## config.mk

```make
export PLATFORM = sky130hd
export DESIGN_NAME = tcw_front
export DESIGN_NICKNAME = d
export VERILOG_FILES = /design/src/rtl/core/tcw_pkg.sv /design/src/rtl/core/tcw_front.sv
export SDC_FILE = /design/constraint.sdc
export NUM_CORES = 1
export LEC_CHECK = 0
export BUFFER_PORTS_ARGS = -buffer_cell sky130_fd_sc_hd__buf_4
export CORE_MARGIN = 5
export CORE_UTILIZATION = 35
export CTS_BUF_LIST = sky130_fd_sc_hd__clkbuf_4 sky130_fd_sc_hd__clkbuf_8
export CTS_CLUSTER_SIZE = 20
export DETAILED_ROUTE_END_ITERATION = 8
export PLACE_DENSITY_LB_ADDON = 0.12
export SLEW_MARGIN = 10
export SYNTH_ARGS = -nofsm -noshare
export SYNTH_HDL_FRONTEND = slang
export SYNTH_SLANG_ARGS = --single-unit
export TNS_END_PERCENT = 100
```

## constraint.sdc

```tcl
create_clock -name clk -period 1.9 [get_ports clk]
set_input_delay 0.095 -clock clk [delete_from_list [all_inputs] [get_ports clk]]
set_output_delay 0.095 -clock clk [all_outputs]
set_load 0.02 [all_outputs]
```

## src/rtl/core/tcw_pkg.sv

```systemverilog
`default_nettype none

package tcw_pkg;

  // Screen geometry
  localparam int SCREEN_WIDTH  = 80;
  localparam int SCREEN_HEIGHT = 25;
  localparam int CELL_COUNT    = SCREEN_WIDTH * SCREEN_HEIGHT;

  // Field widths
  localparam int CMD_W       = 2;
  localparam int CHAR_W      = 8;
  localparam int ATTR_W      = 8;
  localparam int CELL_W      = 16;
  localparam int CELL_ADDR_W = 11;
  localparam int ROW_W       = 5;
  localparam int COL_W       = 7;

  // Character codes
  localparam logic [CHAR_W-1:0] CH_LF    = 8'd10;
  localparam logic [CHAR_W-1:0] CH_CR    = 8'd13;
  localparam logic [CHAR_W-1:0] CH_SPACE = 8'h20;

  localparam logic [ATTR_W-1:0] ATTR_RESET = 8'h07;
  localparam logic [CELL_W-1:0] RESET_BLANK = {ATTR_RESET, CH_SPACE};

  // Configuration map
  localparam int APB_ADDR_W = 3;
  localparam int APB_DATA_W = 32;
  localparam logic REG_ATTRIBUTE = 1'b0;

  // Cursor and sweep limits
  localparam logic [ROW_W-1:0]       LAST_ROW   = ROW_W'(SCREEN_HEIGHT - 1);
  localparam logic [COL_W-1:0]       LINE_LEN   = COL_W'(SCREEN_WIDTH);
  localparam logic [CELL_ADDR_W-1:0] ROW_STRIDE = CELL_ADDR_W'(SCREEN_WIDTH);
  localparam logic [CELL_ADDR_W-1:0] LAST_CELL  = CELL_ADDR_W'(CELL_COUNT - 1);
  localparam logic [CELL_ADDR_W-1:0] LAST_ROW_BASE =
    CELL_ADDR_W'(CELL_COUNT - SCREEN_WIDTH);
  localparam logic [CELL_ADDR_W-1:0] CELL_LIMIT = CELL_ADDR_W'(CELL_COUNT);

  // Command queue between front and back
  localparam int QUEUE_DEPTH = 2;
  localparam int QUEUE_PTR_W = (QUEUE_DEPTH > 1) ? $clog2(QUEUE_DEPTH) : 1;
  localparam int QUEUE_CNT_W = $clog2(QUEUE_DEPTH + 1);

  typedef enum logic [CMD_W-1:0] {
    CMD_PUT   = 2'd0,
    CMD_CLEAR = 2'd1,
    CMD_READ  = 2'd2
  } cmd_t;

  typedef enum logic [2:0] {
    OP_PUT,
    OP_LF,
    OP_CR,
    OP_CLEAR,
    OP_READ,
    OP_NOP
  } op_kind_t;

  typedef struct packed {
    op_kind_t                kind;
    logic [CHAR_W-1:0]       char_code;
    logic [CELL_ADDR_W-1:0]  cell_addr;
  } op_t;

  typedef enum logic [3:0] {
    ST_INIT,
    ST_IDLE,
    ST_WRITE,
    ST_READ_WAIT,
    ST_FILL,
    ST_SCROLL_COPY,
    ST_SCROLL_BLANK,
    ST_DONE
  } state_t;

endpackage

`default_nettype wire

```

## src/rtl/core/tcw_front.sv

```systemverilog
`default_nettype none

module tcw_front (
  input  wire logic                        clk,
  input  wire logic                        rst,
  input  wire logic                        enable,
  input  wire logic                        in_valid,
  output logic                             in_ready,
  input  wire logic [tcw_pkg::CMD_W-1:0]   cmd,
  input  wire logic [tcw_pkg::CHAR_W-1:0]  char_code,
  input  wire logic [tcw_pkg::CELL_ADDR_W-1:0] cell_addr,
  output logic                             op_valid,
  input  wire logic                        op_ready,
  output tcw_pkg::op_t                     op
);

  import tcw_pkg::*;

  op_t                    entry;
  op_t                    queue [QUEUE_DEPTH];
  logic [QUEUE_PTR_W-1:0] wr_ptr;
  logic [QUEUE_PTR_W-1:0] rd_ptr;
  logic [QUEUE_CNT_W-1:0] count;
  logic                   push;
  logic                   pop;

  // Classify the incoming command
  always_comb begin
    entry.char_code = char_code;
    entry.cell_addr = cell_addr;
    case (cmd)
      CMD_PUT: begin
        if (char_code == CH_LF) begin
          entry.kind = OP_LF;
        end else if (char_code == CH_CR) begin
          entry.kind = OP_CR;
        end else begin
          entry.kind = OP_PUT;
        end
      end
      CMD_CLEAR: entry.kind = OP_CLEAR;
      CMD_READ:  entry.kind = (cell_addr < CELL_LIMIT) ? OP_READ : OP_NOP;
      default:   entry.kind = OP_NOP;
    endcase
  end

  assign in_ready = enable && (count != QUEUE_CNT_W'(QUEUE_DEPTH));
  assign push     = in_valid && in_ready;
  assign op_valid = (count != '0);
  assign pop      = op_valid && op_ready;
  assign op       = queue[rd_ptr];

  always_ff @(posedge clk) begin
    if (rst) begin
      wr_ptr <= '0;
      rd_ptr <= '0;
      count  <= '0;
    end else begin
      if (push) begin
        wr_ptr <= (wr_ptr == QUEUE_PTR_W'(QUEUE_DEPTH - 1)) ? '0 : wr_ptr + 1'b1;
      end
      if (pop) begin
        rd_ptr <= (rd_ptr == QUEUE_PTR_W'(QUEUE_DEPTH - 1)) ? '0 : rd_ptr + 1'b1;
      end
      if (push && !pop) begin
        count <= count + 1'b1;
      end else if (pop && !push) begin
        count <= count - 1'b1;
      end
    end
  end

  always_ff @(posedge clk) begin
    if (push) begin
      queue[wr_ptr] <= entry;
    end
  end

endmodule

`default_nettype wire

```

==> After elaboration in Yosys (flattened, before gate mapping) <==
Memory sizes are Yosys's and may differ from the RTL's. A register that Yosys moved wholly into a read port is not among the register bits.
Index checks and enable logic that the tools add are counted.
{ "totals": {"regBits": 4, "ram_bits": 44, "input_bits": 26, "output_inout_bits": 24, "elab_cells": 36, "mem_count": 1} }
{ "classes": {"add_sub_neg": 4, "order_cmp": 1, "eq_ne": 5, "n_mux": 12, "reduce_logical": 10} }
{ "mem_list": {"columns": ["memory", "depth", "width", "read_ports", "rd_ports_with_merged_regs", "wr", "line", "text"], "rows": [
  ["queue", 2, 22, 1, 1, 1, "tcw_front.sv:20", "op_t queue [QUEUE_DEPTH];"]
]} }
{ "ops": {"columns": ["cell", "count"], "rows": [
  ["== test 8 x 4 -> 1 bit (second input constant)", 2],
  ["< comparator 11 bit (second input constant)", 1],
  ["one-hot mux 3 bit (3 select lines)", 1],
  ["2-to-1 mux 2 bit", 4],
  ["2-to-1 mux 1 bit", 7],
  ["logical AND 1 bit", 5],
  ["nonzero test 2 bit", 2],
  ["adder 1 bit (second input constant)", 2],
  ["adder 2 x 1 -> 2 bit (second input constant)", 1],
  ["== test 2 x 1 -> 1 bit (second input constant)", 1],
  ["== test 2 bit (second input constant)", 1],
  ["logical NOT 1 bit", 2],
  ["logical NOT 2 bit", 1],
  ["!= test 2 bit (second input constant)", 1],
  ["subtractor 2 x 1 -> 2 bit (second input constant)", 1]
]} }

==> Longest topological paths before layout <==
Gate-level depths: netlist (run 1).
{ "logic_depth": {"ltp_word": 7, "depth_mapped": 7, "mapped_depth_nobuf": 7} }

==> Worst setup path after synthesis (run 1) <==
No wires, ideal clock.
{ "synth_path": {"path_kind": "register to register", "startpoint": "register count[0]", "endpoint": "memory queue[1][0] (netlist bit) (enable)", "setup_time_ps": 401, "arrival_time_ps": 1480, "required_time_ps": 1499, "slack_ps": 20, "path_stages_with_launch": 3, "path_buffers": 0, "synth_period_minus_slack_ps": 1880, "cell_sequence": "dfxtp_1 > o211ai_2 > nor2_1"} }
{ "synth_between": {"elab_chain_cells": 5} }
{ "synth_lines": {"columns": ["element", "line", "text"], "rows": [
  ["start, declared", "tcw_front.sv:23", "logic [QUEUE_CNT_W-1:0] count;"],
  ["start signal, assigned", "tcw_front.sv:66", "count <= count + 1'b1;"],
  ["start signal, assigned", "tcw_front.sv:68", "count <= count - 1'b1;"],
  ["!= test 2 bit", "tcw_front.sv:47", "assign in_ready = enable && (count != QUEUE_CNT_W'(QUEUE_DEPTH));"],
  ["logical AND 1 bit", "tcw_front.sv:47", null],
  ["logical AND 1 bit", "tcw_front.sv:48", "assign push = in_valid && in_ready;"],
  ["2-to-1 mux 1 bit", "tcw_front.sv:74", "if (push) begin"],
  ["2-to-1 mux 1 bit (not written as such)", "tcw_front.sv:75", "queue[wr_ptr] <= entry;"],
  ["end, declared", "tcw_front.sv:20", null]
]} }
Every way passes these cells.

==> Final worst setup path (run 1) <==
{ "layout_path": {"startpoint": "register count[1]", "endpoint": "register count[1]"} }
{ "layout_between": {"elab_chain_cells": 6, "word_cells_on_any_way": 14, "classes_between": "add/sub: 2; eq/ne: 1; mux: 2; reduce/logical: 9"} }
{ "layout_lines": {"columns": ["element", "line", "text"], "rows": [
  ["!= test 2 bit (*)", "tcw_front.sv:47", null],
  ["logical AND 1 bit (*)", "tcw_front.sv:47", null],
  ["logical AND 1 bit (*)", "tcw_front.sv:48", null],
  ["named net push", "tcw_front.sv:24", "logic push;"],
  ["logical NOT 1 bit", "tcw_front.sv:67", "end else if (pop && !push) begin"],
  ["logical AND 1 bit", "tcw_front.sv:67", null],
  ["nonzero test 2 bit (no source line)", null, null]
]} }
Mark *: on every way through the listed nets, which the timed path passes. The rest lies on a longest branch. The select of a mux whose other input is x is not followed.
A chain may end at the register's enable or synchronous reset.

==> flow_summary_export.csv, run 1 <==
group,metric,value,unit
outcome,status,"finished, final reports clean",
timing,tightest_slew,0.2806,ns
setup_path,startpoint_type,"flop",
drt,vias,1161,
clocking,cts_root_buffer,"clkbuf_8",
logic_synthesis,synth_edf_count,44,
clocking,clk_path_buf_depth,2,
logic_synthesis,synth_top_family_by_area,"multiplexers",
logic_synthesis,synth-adder-area-share,0.6601,%
logic_synthesis,synth-simple-area-share,4.026,%
min_path,min_path_type,"input port to flop",
timing,setup_violations,0,
timing,hold_viol_final,0,
setup_path,r2r-start,"count[1]",
global_routing,antenna_found_initial,0,
power_and_ir_drop,powerDensity,1091,nW/um^2
final_layout,final.fill_count,458,
final_layout,area_growth,40.53,%
logic_synthesis,synth_compound_area_share,3.762,%
min_path,hold_start,"cmd[1]",
final_layout,stdcell_area,2664,um^2
final_layout,nets,213,
placed_design,dpl.hpwl,2631,um
logic_synthesis,syn-instance-count,108,
timing,max_freq,0.5902,GHz
global_routing,grt_overflow,0,
drt,drt_iter0_drc,72,
clocking,cts-hold-fix-buffers,19,
setup_path,crit_required,2.12,ns
timing,slew_viol_final,0,
clocking,clkLatencyLatePin,0.29,ns
floorplanning,die_y,83.59,um
clocking,numCtsBuffers,5,
placed_design,io_buffers,49,
floorplanning,num_rows,26,
clocking,clk_pin_slew,0.08,ns
min_path,hold_depth,1,
logic_synthesis,synth_xor_area_share,1.386,%
clocking,htreeDepth,2,
global_routing,grt_util_all_layers,10.92,%
setup_path,endpoint_kind,"flop",
placed_design,placed_area,2387,um^2
logic_synthesis,synth_warnings,0,
timing,grt_setup_unrepaired,"false",
clocking,cts_tree,"yes",
logic_synthesis,syn_nets,135,
final_layout,diodes,0,
clocking,post_cts_buffers,0,
drt,first_pass_iters,4,
clocking,cts_num_sinks,49,
logic_synthesis,synth_area,1896,um^2
logic_synthesis,synthArstFlopShare,0,%
run,cap_violations,0,
drt,drc,0,
setup_path,worstPathArrival,1.92,ns
drt,ant_nets,0,
placed_design,place.gp.congestion,0.6766,
clocking,cts_resized,0,
logic_synthesis,synth.area.mux_share,13.66,%
final_layout,drive_gt1_share,48.13,%
logic_synthesis,ys_types,21,
logic_synthesis,post_synth.cell_area_avg,17.55,um^2
floorplanning,die_area,6987,um^2
min_path,min_to,"queue[1][21]",
global_routing,grt_max_degree,16,
timing,finalCritPeriodShare,89.18,%
timing,clock_skew,0.005832,ns
power_and_ir_drop,p_leak,1.023,nW
timing,relSlewSlack,81.10,%
global_routing,grt_pass1_wl,6092,um
logic_synthesis,synthFlopType,"edfxtp_1",
logic_synthesis,ys_seq_area_share,74.98,%
setup_path,crit_fanout,5,
floorplanning,coreArea,5172,um^2
timing,post-route-min-period,1.694,ns
setup_path,path_class,"flop to flop",
setup_path,reg2reg_setup_slack,0.21,ns
global_routing,grt_pass1_vias,1310,
setup_path,r2r_cells,7,
drt,routed_via_density,4.518,
floorplanning,initial_core_util,36.65,%
drt,routedWlPerCell,14.27,um
power_and_ir_drop,irDropWorstVdd,502.1,uV
floorplanning,fp.dieW,83.59,um
drt,routed_wl,3667,um
floorplanning,io_pins,50,
timing,fin_tns_setup,0,ns
final_layout,fin_util,51.50,%
setup_path,r2r-end,"count[1]",
logic_synthesis,synth_seq_cells,49,
[report_power, final]
group	internal (mW)	switching [mW]	leakage [nW]	total (mW)
logic	0.483	0.501	0.530	0.984
clock network	0.269	0.307	0.0484	0.576
registers	1.29	0.0510	0.445	1.35
[cells in the mapped netlist, types with 2 or more instances]
cell type	number	area, um^2
inv_1	4	15.01
nand2_1	3	11.26
o21ai_0	3	15.01
buf_2	2	10.01
dfxtp_1	5	100.1
edfxtp_1	44	1321
xor2_1	3	26.28
nor2_1	8	30.03
a21oi_1	2	10.01
mux2_2	23	259.0
[cells by family (layout without fill, tap and decap cells)]
logic type / Yosys count / count (layout)
compound gates: 9 / 9
xor+xnor: 3 / 3
fa+ha+maj: 1 / 1
buf+inv: 7 / 86
flops: 49 / 49
mux: 23 / 23
simple gates: 16 / 16
[area by class of cell]
type	instances	area, um^2	area share, %
clock buffers	6	76.32	2.865
multi-input cells	52	450.4	16.91
flip-flops and latches	49	1421	53.36
well taps	70	87.58	3.288
inverters	4	15.01	0.5636
clock inverters	2	10.01	0.3758
repair buffers	74	603.1	22.64
[state kept, by name, summed over array words and instances, names as in the netlist, named ones only]
name	count
count	2
queue	44
rd_ptr	1
wr_ptr	1
[worst max-delay path: stages (launching register included)]
cell and delay [ns]:
dfxtp_1 0.38, inv_1 0.08, o211ai_2 0.27, inv_1 0.08, ha_1 0.22, xor2_1 0.15, or3_1 0.31, a21oi_1 0.13
[metrics by stage]
stage	setup slack, ns	total power [mW]	cells	hold WS, ns
after floorplan	0.01969	1.944	108	0.1641
after global placement	0.2975	2.322	230	0.2810
after detailed placement	0.2198	2.344	230	0.2828
after CTS	0.1917	2.969	257	0.01324
after global routing	0.06767	3.075	257	0.005340
final	0.2056	2.906	257	0.01908
[routing by layer]
metal	wire, um	share of wire, %	global-route usage [%]
met5	0	0	0
met4	44	1.2	3.070
met3	174	4.7	3.554
met2	1922	52	20.10
met1	1526	42	11.92
[layout by cell type, fill, tap and decap left out, drive strengths merged]
| cell type | synthesis | routed |
|---|---|---|
| nand2b | 1 | 1 |
| ha | 1 | 1 |
| clkbuf | 1 | 6 |
| o211a | 1 | 1 |
| inv | 4 | 4 |
| a21oi | 2 | 2 |
| dlygate4sd3 | 0 | 19 |
| clkinv | 0 | 2 |
| mux2 | 23 | 23 |
| nand3b | 1 | 1 |
| or3 | 1 | 1 |
| xor2 | 3 | 3 |
| o21ai | 3 | 3 |
| a21boi | 1 | 1 |
| nand2 | 3 | 3 |
| o41ai | 1 | 1 |
| o211ai | 1 | 1 |
| dfxtp | 5 | 5 |
| edfxtp | 44 | 44 |
| buf | 2 | 55 |
| nor4 | 1 | 1 |
| and4 | 1 | 1 |
| nor2 | 8 | 8 |
[worst max-delay path by stage]
stage	slack (ns)	end	depth (start not counted)	start
after CTS	0.19	count[1]	7	count[1]
after global routing	0.07	count[1]	7	count[1]
after detailed placement	0.22	count[1]	7	count[1]
after floorplan	0.02	queue[1][0]	2	count[0]
after global placement	0.30	count[1]	6	count[1]
final	0.21	count[1]	7	count[1]
(Power assumes the default switching activity.)
==> run 2: changes to the inputs <==
ABC_AREA = 1   (was default)
CTS_CLUSTER_DIAMETER = 200   (was default)
clock period = 1.5 ns   (was 1.9 ns; I/O delays follow)
==> run 2 against run 1 <==
Critical path depth fell by 4; count of clock-buffer cells in the layout is the same; largest power group unchanged; via count is 12% higher; setup slack got worse by 0.14 ns; final cell count up 11%; non-clock buffer count increased by 1; clock skew rose by 0.00098 ns; highest routed layer unchanged.
==> flow_summary_export.csv, run 2 <==
group,metric,value,unit
outcome,status,"finished, final reports clean",
final_layout,drive_gt1_share,45.28,%
logic_synthesis,yosysMostFrequentCell,"edfxtp_1",
setup_path,crit_required,1.42,ns
floorplanning,die_area,7150,um^2
power_and_ir_drop,pwr-share-comb,28.9,%
drt,first_pass_iters,4,
global_routing,grt_util_all_layers,11.70,%
clocking,htreeDepth,2,
timing,clock_skew,0.006807,ns
drt,routed_via_density,4.567,
setup_path,r2r_cells,10,
final_layout,layout_common_cells,"50 x buf_4, 44 x edfxtp_1, 22 x mux2_2",
setup_path,crit_fanout,11,
drt,vias,1297,
logic_synthesis,synth_seq_cells,49,
clocking,clkLatencyLatePin,0.29,ns
final_layout,area_growth,44.44,%
setup_path,max_stage_delay,0.39,ns
global_routing,antenna_found_initial,0,
global_routing,grt_pass1_vias,1418,
logic_synthesis,yosysTopAreaCellShare,67.91,%
power_and_ir_drop,p_sw,0.9522,mW
setup_path,path_class,"flop to primary output",
logic_synthesis,yosys-top-cells-count,"44 x edfxtp_1, 22 x mux2_2, 19 x nand2_1",
timing,fin_tns_setup,0,ns
logic_synthesis,ys_seq_area_share,73.05,%
power_and_ir_drop,sequentialPowerShare,49.0,%
logic_synthesis,synth_warnings,0,
timing,slew_viol_final,0,
setup_path,startpoint_type,"flop",
logic_synthesis,post_synth.cell_area_avg,14.74,um^2
power_and_ir_drop,powerDensity,1197,nW/um^2
placed_design,io_buffers,49,
setup_path,endpoint_kind,"primary output",
final_layout,fin_util,51.67,%
final_layout,stdcell_area,2810,um^2
floorplanning,io_pins,50,
power_and_ir_drop,p_leak,1.103,nW
setup_path,reg2reg_setup_slack,0.10,ns
floorplanning,num_rows,27,
timing,setup_ws,0.06317,ns
logic_synthesis,ys_types,16,
floorplanning,initial_core_util,35.77,%
setup_path,crit_buf_inv,2,
placed_design,dpl.hpwl,2710,um
drt,routedWlPerCell,14.58,um
final_layout,top_register,"queue",
logic_synthesis,synth_area,1946,um^2
logic_synthesis,yosys-top-cells-area,"edfxtp_1 68%, mux2_2 13%, dfxtp_1 5.1%",
clocking,clk_pin_slew,0.09,ns
logic_synthesis,syn_nets,159,
drt,ant_nets,0,
final_layout,largest_reg_flops,44,
logic_synthesis,synthFlopType,"edfxtp_1",
global_routing,grt_overflow,0,
setup_path,critical_path_cell_count,3,
timing,finalCritPeriodShare,95.79,%
final_layout,final_common_cell,"buf_4",
timing,max_freq,0.6960,GHz
drt,drt_iter0_drc,51,
logic_synthesis,synth_edf_count,44,
logic_synthesis,synth_largest_area_cell,"edfxtp_1",
timing,relSlewSlack,87.58,%
power_and_ir_drop,pwr-share-clk,22.1,%
final_layout,final.fill_count,494,
placed_design,placed_area,2445,um^2
clocking,cts_tree,"yes",
final_layout,nets,238,
timing,grt_setup_unrepaired,"false",
drt,drc,0,
logic_synthesis,synthArstFlopShare,0,%
timing,setup_violations,0,
power_and_ir_drop,irDropWorstVdd,517.6,uV
placed_design,dpl_worst_slack,-0.05123,ns
global_routing,grt_pass1_wl,6644,um
placed_design,place.gp.congestion,0.7576,
power_and_ir_drop,internal_power,2.413,mW
run,cap_violations,0,
clocking,numCtsBuffers,5,
min_path,min_path_type,"input port to flop",
clocking,clk_path_buf_depth,2,
timing,post-route-min-period,1.437,ns
floorplanning,coreArea,5439,um^2
clocking,cts_num_sinks,49,
drt,routed_wl,4140,um
setup_path,worstPathArrival,1.36,ns
logic_synthesis,syn-instance-count,132,
floorplanning,die_y,84.56,um
clocking,cts_root_buffer,"clkbuf_8",
power_and_ir_drop,switching_share,28.30,%
timing,hold_viol_final,0,
final_layout,reg_top3,"queue: 44 flops, count: 2 flops",
timing,tightest_slew,0.1844,ns
final_layout,diodes,0,
setup_path,path_delay_family,"flip-flops",
min_path,hold_depth,3,
global_routing,grt_max_degree,23,
setup_path,cp_slowest_cell,"dfxtp_4",
floorplanning,fp.dieW,84.56,um
setup_path,cp_cell_sequence,"clkbuf_16, mux2_2, buf_4",
==> run 2: changes by cell type in the layout (fill, tap and decap cells not counted), sizes merged, moves of 2 or more <==
cell,delta
nor2,+4
dlygate4sd3,+2
nand2,+16
nand4,+2
xor2,-3
inv,+8
buf,-2
nand3,+5
o21ai,-2
==> run 2: area by class of cell <==
class,count,area (um^2),area share [%]
Sequential cell,49,1428,50.80
Inverter,12,47.55,1.692
Clock inverter,2,10.01,0.3562
Tap cell,72,90.09,3.206
Timing Repair Buffer,75,670.6,23.86
Clock buffer,6,76.32,2.716
Multi-Input combinational cell,68,488.0,17.36
==> run 2: power by group through the flow <==
stage	registers [mW]	clock network, mW	logic, mW
final	1.65	0.743	0.972
after global routing	1.66	0.858	1.05
after CTS	1.63	0.779	0.903
after detailed placement	1.66	0	0.852
after global placement	1.65	0	0.819
after floorplan	1.66	0	0.498
==> run 2: cells by family after synthesis <==
| group | after synthesis | share of synthesized area (%) |
|---|---|---|
| AOI/OAI and AO/OA | 5 | 1.414 |
| adders and majority gates | 1 | 0.6430 |
| buffers and inverters | 15 | 3.665 |
| DFF | 49 | 73.06 |
| muxes | 22 | 12.73 |
| and+or+nand+nor | 40 | 8.488 |
==> run 2: layer usage <==
metal | vias up | track usage (%) | wire, um
met4 | 0 | 3.453 | 117
met1 | 626 | 13.49 | 1700
met5 | - | 0 | 0
met3 | 10 | 3.827 | 210
li1 | 626 | - | -
met2 | 35 | 20.64 | 2112
==> run 2: path summary, 6_finish.rpt <==
| check | startpoint | end |
|---|---|---|
| min reg2reg | rd_ptr | flop |
| min | op_ready | flop |
| max reg2reg | count[0] | count[1] |
| max | flop | op[6] |
==> run 2: tightest hold or removal path, stage by stage <==
cell     delay [ns]
buf_4          0.09
a21oi_1        0.07
nor2_1         0.08
==> run 2: per-stage QoR <==
stage / instances / hold slack (ns) / total power, mW
CTS: 282 / 0.05136 / 3.315
detailed placement: 253 / 0.2463 / 2.514
global placement: 253 / 0.2429 / 2.473
floorplan: 132 / 0.1465 / 2.154
global route: 284 / 0.08219 / 3.566
finish: 284 / 0.05506 / 3.365
==> run 2: timing repair <==
action	4_1_cts	5_1_grt
hold endpoints to repair	41	0
endpoints found under the setup margin	1	8
hold buffers	21	0
setup buffers	0	1
pin swaps	0	2
gates cloned	0	1
gates resized for setup	2	11
==> run 3: changes to the inputs <==
ABC_CLOCK_PERIOD_IN_PS = 1500   (was default)
CORE_MARGIN = default   (was 5)
==> run 3 against run 2 <==
Final area down 0.18%; first-iteration DRC count down 7.8%; sequential power about the same; clock skew down 0.0037 ns; sequential share of layout area about the same; combinational power down 4.3%; worst hold slack better by 0.015 ns; highest routed layer unchanged; core utilization up 1.9 points; power up 3.5%; critical path depth unchanged; critical path type unchanged; register-to-register slack better by 0.04 ns; critical endpoint is now op[19]; setup slack better by 0.0018 ns.
==> flow_summary_export.csv, run 3 (synthesized netlist as in run 2, its figures left out) <==
group,metric,value,unit
outcome,status,"finished, final reports clean",
power_and_ir_drop,pwr-share-comb,26.7,%
clocking,cts_tree,"yes",
final_layout,final_common_cell,"buf_4",
drt,ant_nets,0,
clocking,cts_root_buffer,"clkbuf_8",
timing,finalCritPeriodShare,95.67,%
global_routing,grt_max_degree,23,
final_layout,diodes,0,
setup_path,crit_fanout,9,
final_layout,multiInputGateArea,480.5,um^2
setup_path,max_stage_delay,0.36,ns
setup_path,crit_buf_inv,2,
placed_design,dpl.hpwl,2567,um
clocking,clkLatencyLatePin,0.30,ns
timing,slew_viol_final,0,
global_routing,grt_pass1_vias,1350,
power_and_ir_drop,finalPower,3.484,mW
placed_design,place.gp.congestion,0.7007,
drt,routedWlPerCell,13.43,um
setup_path,r2r-end,"count[1]",
clocking,numCtsBuffers,5,
floorplanning,coreArea,5238,um^2
floorplanning,io_pins,50,
setup_path,startpoint_type,"flop",
global_routing,grt_util_all_layers,13.96,%
timing,setup_violations,0,
setup_path,critical_path_cell_count,3,
setup_path,cp_slowest_cell,"mux2_2",
timing,grt_setup_unrepaired,"false",
drt,drc,0,
floorplanning,die_area,5861,um^2
setup_path,cpMostUsedCell,"buf_4",
timing,hold_viol_final,0,
power_and_ir_drop,internal_power,2.561,mW
power_and_ir_drop,irDropWorstVdd,558.6,uV
setup_path,endpoint_kind,"primary output",
setup_path,path_class,"flop to primary output",
setup_path,r2r_cells,10,
power_and_ir_drop,p_leak,1.116,nW
final_layout,top_register,"queue",
drt,first_pass_iters,4,
min_path,min_path_type,"input port to flop",
setup_path,crit_path_end,"op[19]",
drt,routed_via_density,4.474,
clocking,clk_pin_slew,0.08,ns
floorplanning,num_rows,26,
power_and_ir_drop,powerDensity,1242,nW/um^2
setup_path,reg2reg_setup_slack,0.14,ns
clocking,htreeDepth,2,
drt,vias,1275,
final_layout,largest_reg_flops,44,
setup_path,worstPathArrival,1.36,ns
final_layout,seqCellArea,1424,um^2
final_layout,area_growth,44.18,%
global_routing,grt_pass1_wl,6230,um
setup_path,r2r-start,"count[0]",
final_layout,nets,241,
drt,drt_iter0_drc,47,
final_layout,drive_gt1_share,43.26,%
final_layout,final.fill_count,444,
clocking,clk_path_buf_depth,2,
timing,fin_tns_setup,0,ns
floorplanning,initial_core_util,37.15,%
placed_design,io_buffers,49,
floorplanning,die_y,76.56,um
timing,max_freq,0.6968,GHz
drt,routed_wl,3827,um
floorplanning,fp.dieW,76.56,um
setup_path,path_delay_family,"multiplexers",
setup_path,crit_required,1.42,ns
timing,timing.hold.ws,0.06997,ns
power_and_ir_drop,sequentialPowerShare,46.9,%
run,cap_violations,0,
setup_path,cp_cell_sequence,"buf_4, mux2_2, buf_4",
timing,relSlewSlack,87.81,%
clocking,cts_num_sinks,49,
timing,tightest_slew,0.1815,ns
power_and_ir_drop,switching_share,26.50,%
final_layout,layout_common_cells,"55 x buf_4, 44 x edfxtp_1, 22 x mux2_2",
power_and_ir_drop,p_sw,0.9232,mW
power_and_ir_drop,pwr-share-clk,26.4,%
timing,post-route-min-period,1.435,ns
final_layout,reg_top3,"queue: 44 flops, count: 2 flops",
global_routing,antenna_found_initial,0,
final_layout,fin_cells,285,
timing,clock_skew,0.003090,ns
global_routing,grt_overflow,0,
placed_design,dpl.cell_count,253,
-- run 3: cell count changes in the layout (fill, tap and decap cells not counted), sizes merged --
cell / delta
bufinv: +1
clkbuf: -1
clkinv: -1
buf: +4
-- run 3: tightest hold or removal path, stage by stage --
cell     delay (ns)
buf_4          0.09
a21oi_1        0.03
nand2_1        0.06
-- run 3: layer usage --
layer | share of wire, % | GRT usage, %
met5 | 0 | 0
met4 | 1.6 | 6.154
met3 | 3.6 | 3.713
met2 | 54 | 25.32
met1 | 41 | 15.16
-- run 3: worst min-delay path by stage --
stage | endpoint | slack [ns] | depth (start not counted) | startpoint
5_1_grt | queue[1][19] | 0.08 | 3 | cmd[0]
2_1_floorplan | wr_ptr | 0.15 | 1 | rst
6_report | queue[1][19] | 0.07 | 3 | cmd[0]
4_1_cts | rd_ptr | 0.06 | 3 | op_ready
3_3_place_gp | wr_ptr | 0.24 | 2 | rst
3_5_place_dp | wr_ptr | 0.25 | 2 | rst
-- run 3: timing repair --
action / in CTS / in global routing
endpoints found under the hold margin: 41 / 0
hold buffers: 21 / 0
endpoints found under the setup margin: 2 / 18
gates resized for setup: 2 / 6
buffers inserted: 0 / 3
pin swaps: 0 / 1
-- run 3: metrics by stage --
| stage | cell area, um^2 | util [%] | setup WS (ns) |
|---|---|---|---|
| after detailed placement | 2432 | 46.44 | -0.03550 |
| after CTS | 2761 | 52.72 | 0.01258 |
| final | 2805 | 53.56 | 0.06494 |
| after global placement | 2432 | 46.44 | 0.1334 |
| after global routing | 2805 | 53.56 | 0.007269 |
| after floorplan | 1953 | - | 0.1180 |
-- run 3: cell type report --
cell class | count | area share (%)
Timing Repair Buffer | 78 | 23.46
Sequential cell | 49 | 50.76
Clock buffer | 6 | 2.721
Clock inverter | 2 | 1.204
Multi-Input combinational cell | 68 | 17.13
Tap cell | 70 | 3.122
Inverter | 12 | 1.606
-- run 3: power groups by stage --
stage / sequential [mW] / combinational [mW] / clock [mW]
2_1_floorplan: 1.66 / 0.498 / 0
3_3_place_gp: 1.65 / 0.808 / 0
3_5_place_dp: 1.66 / 0.833 / 0
4_1_cts: 1.63 / 0.886 / 0.944
5_1_grt: 1.65 / 1.01 / 0.986
6_report: 1.63 / 0.930 / 0.920
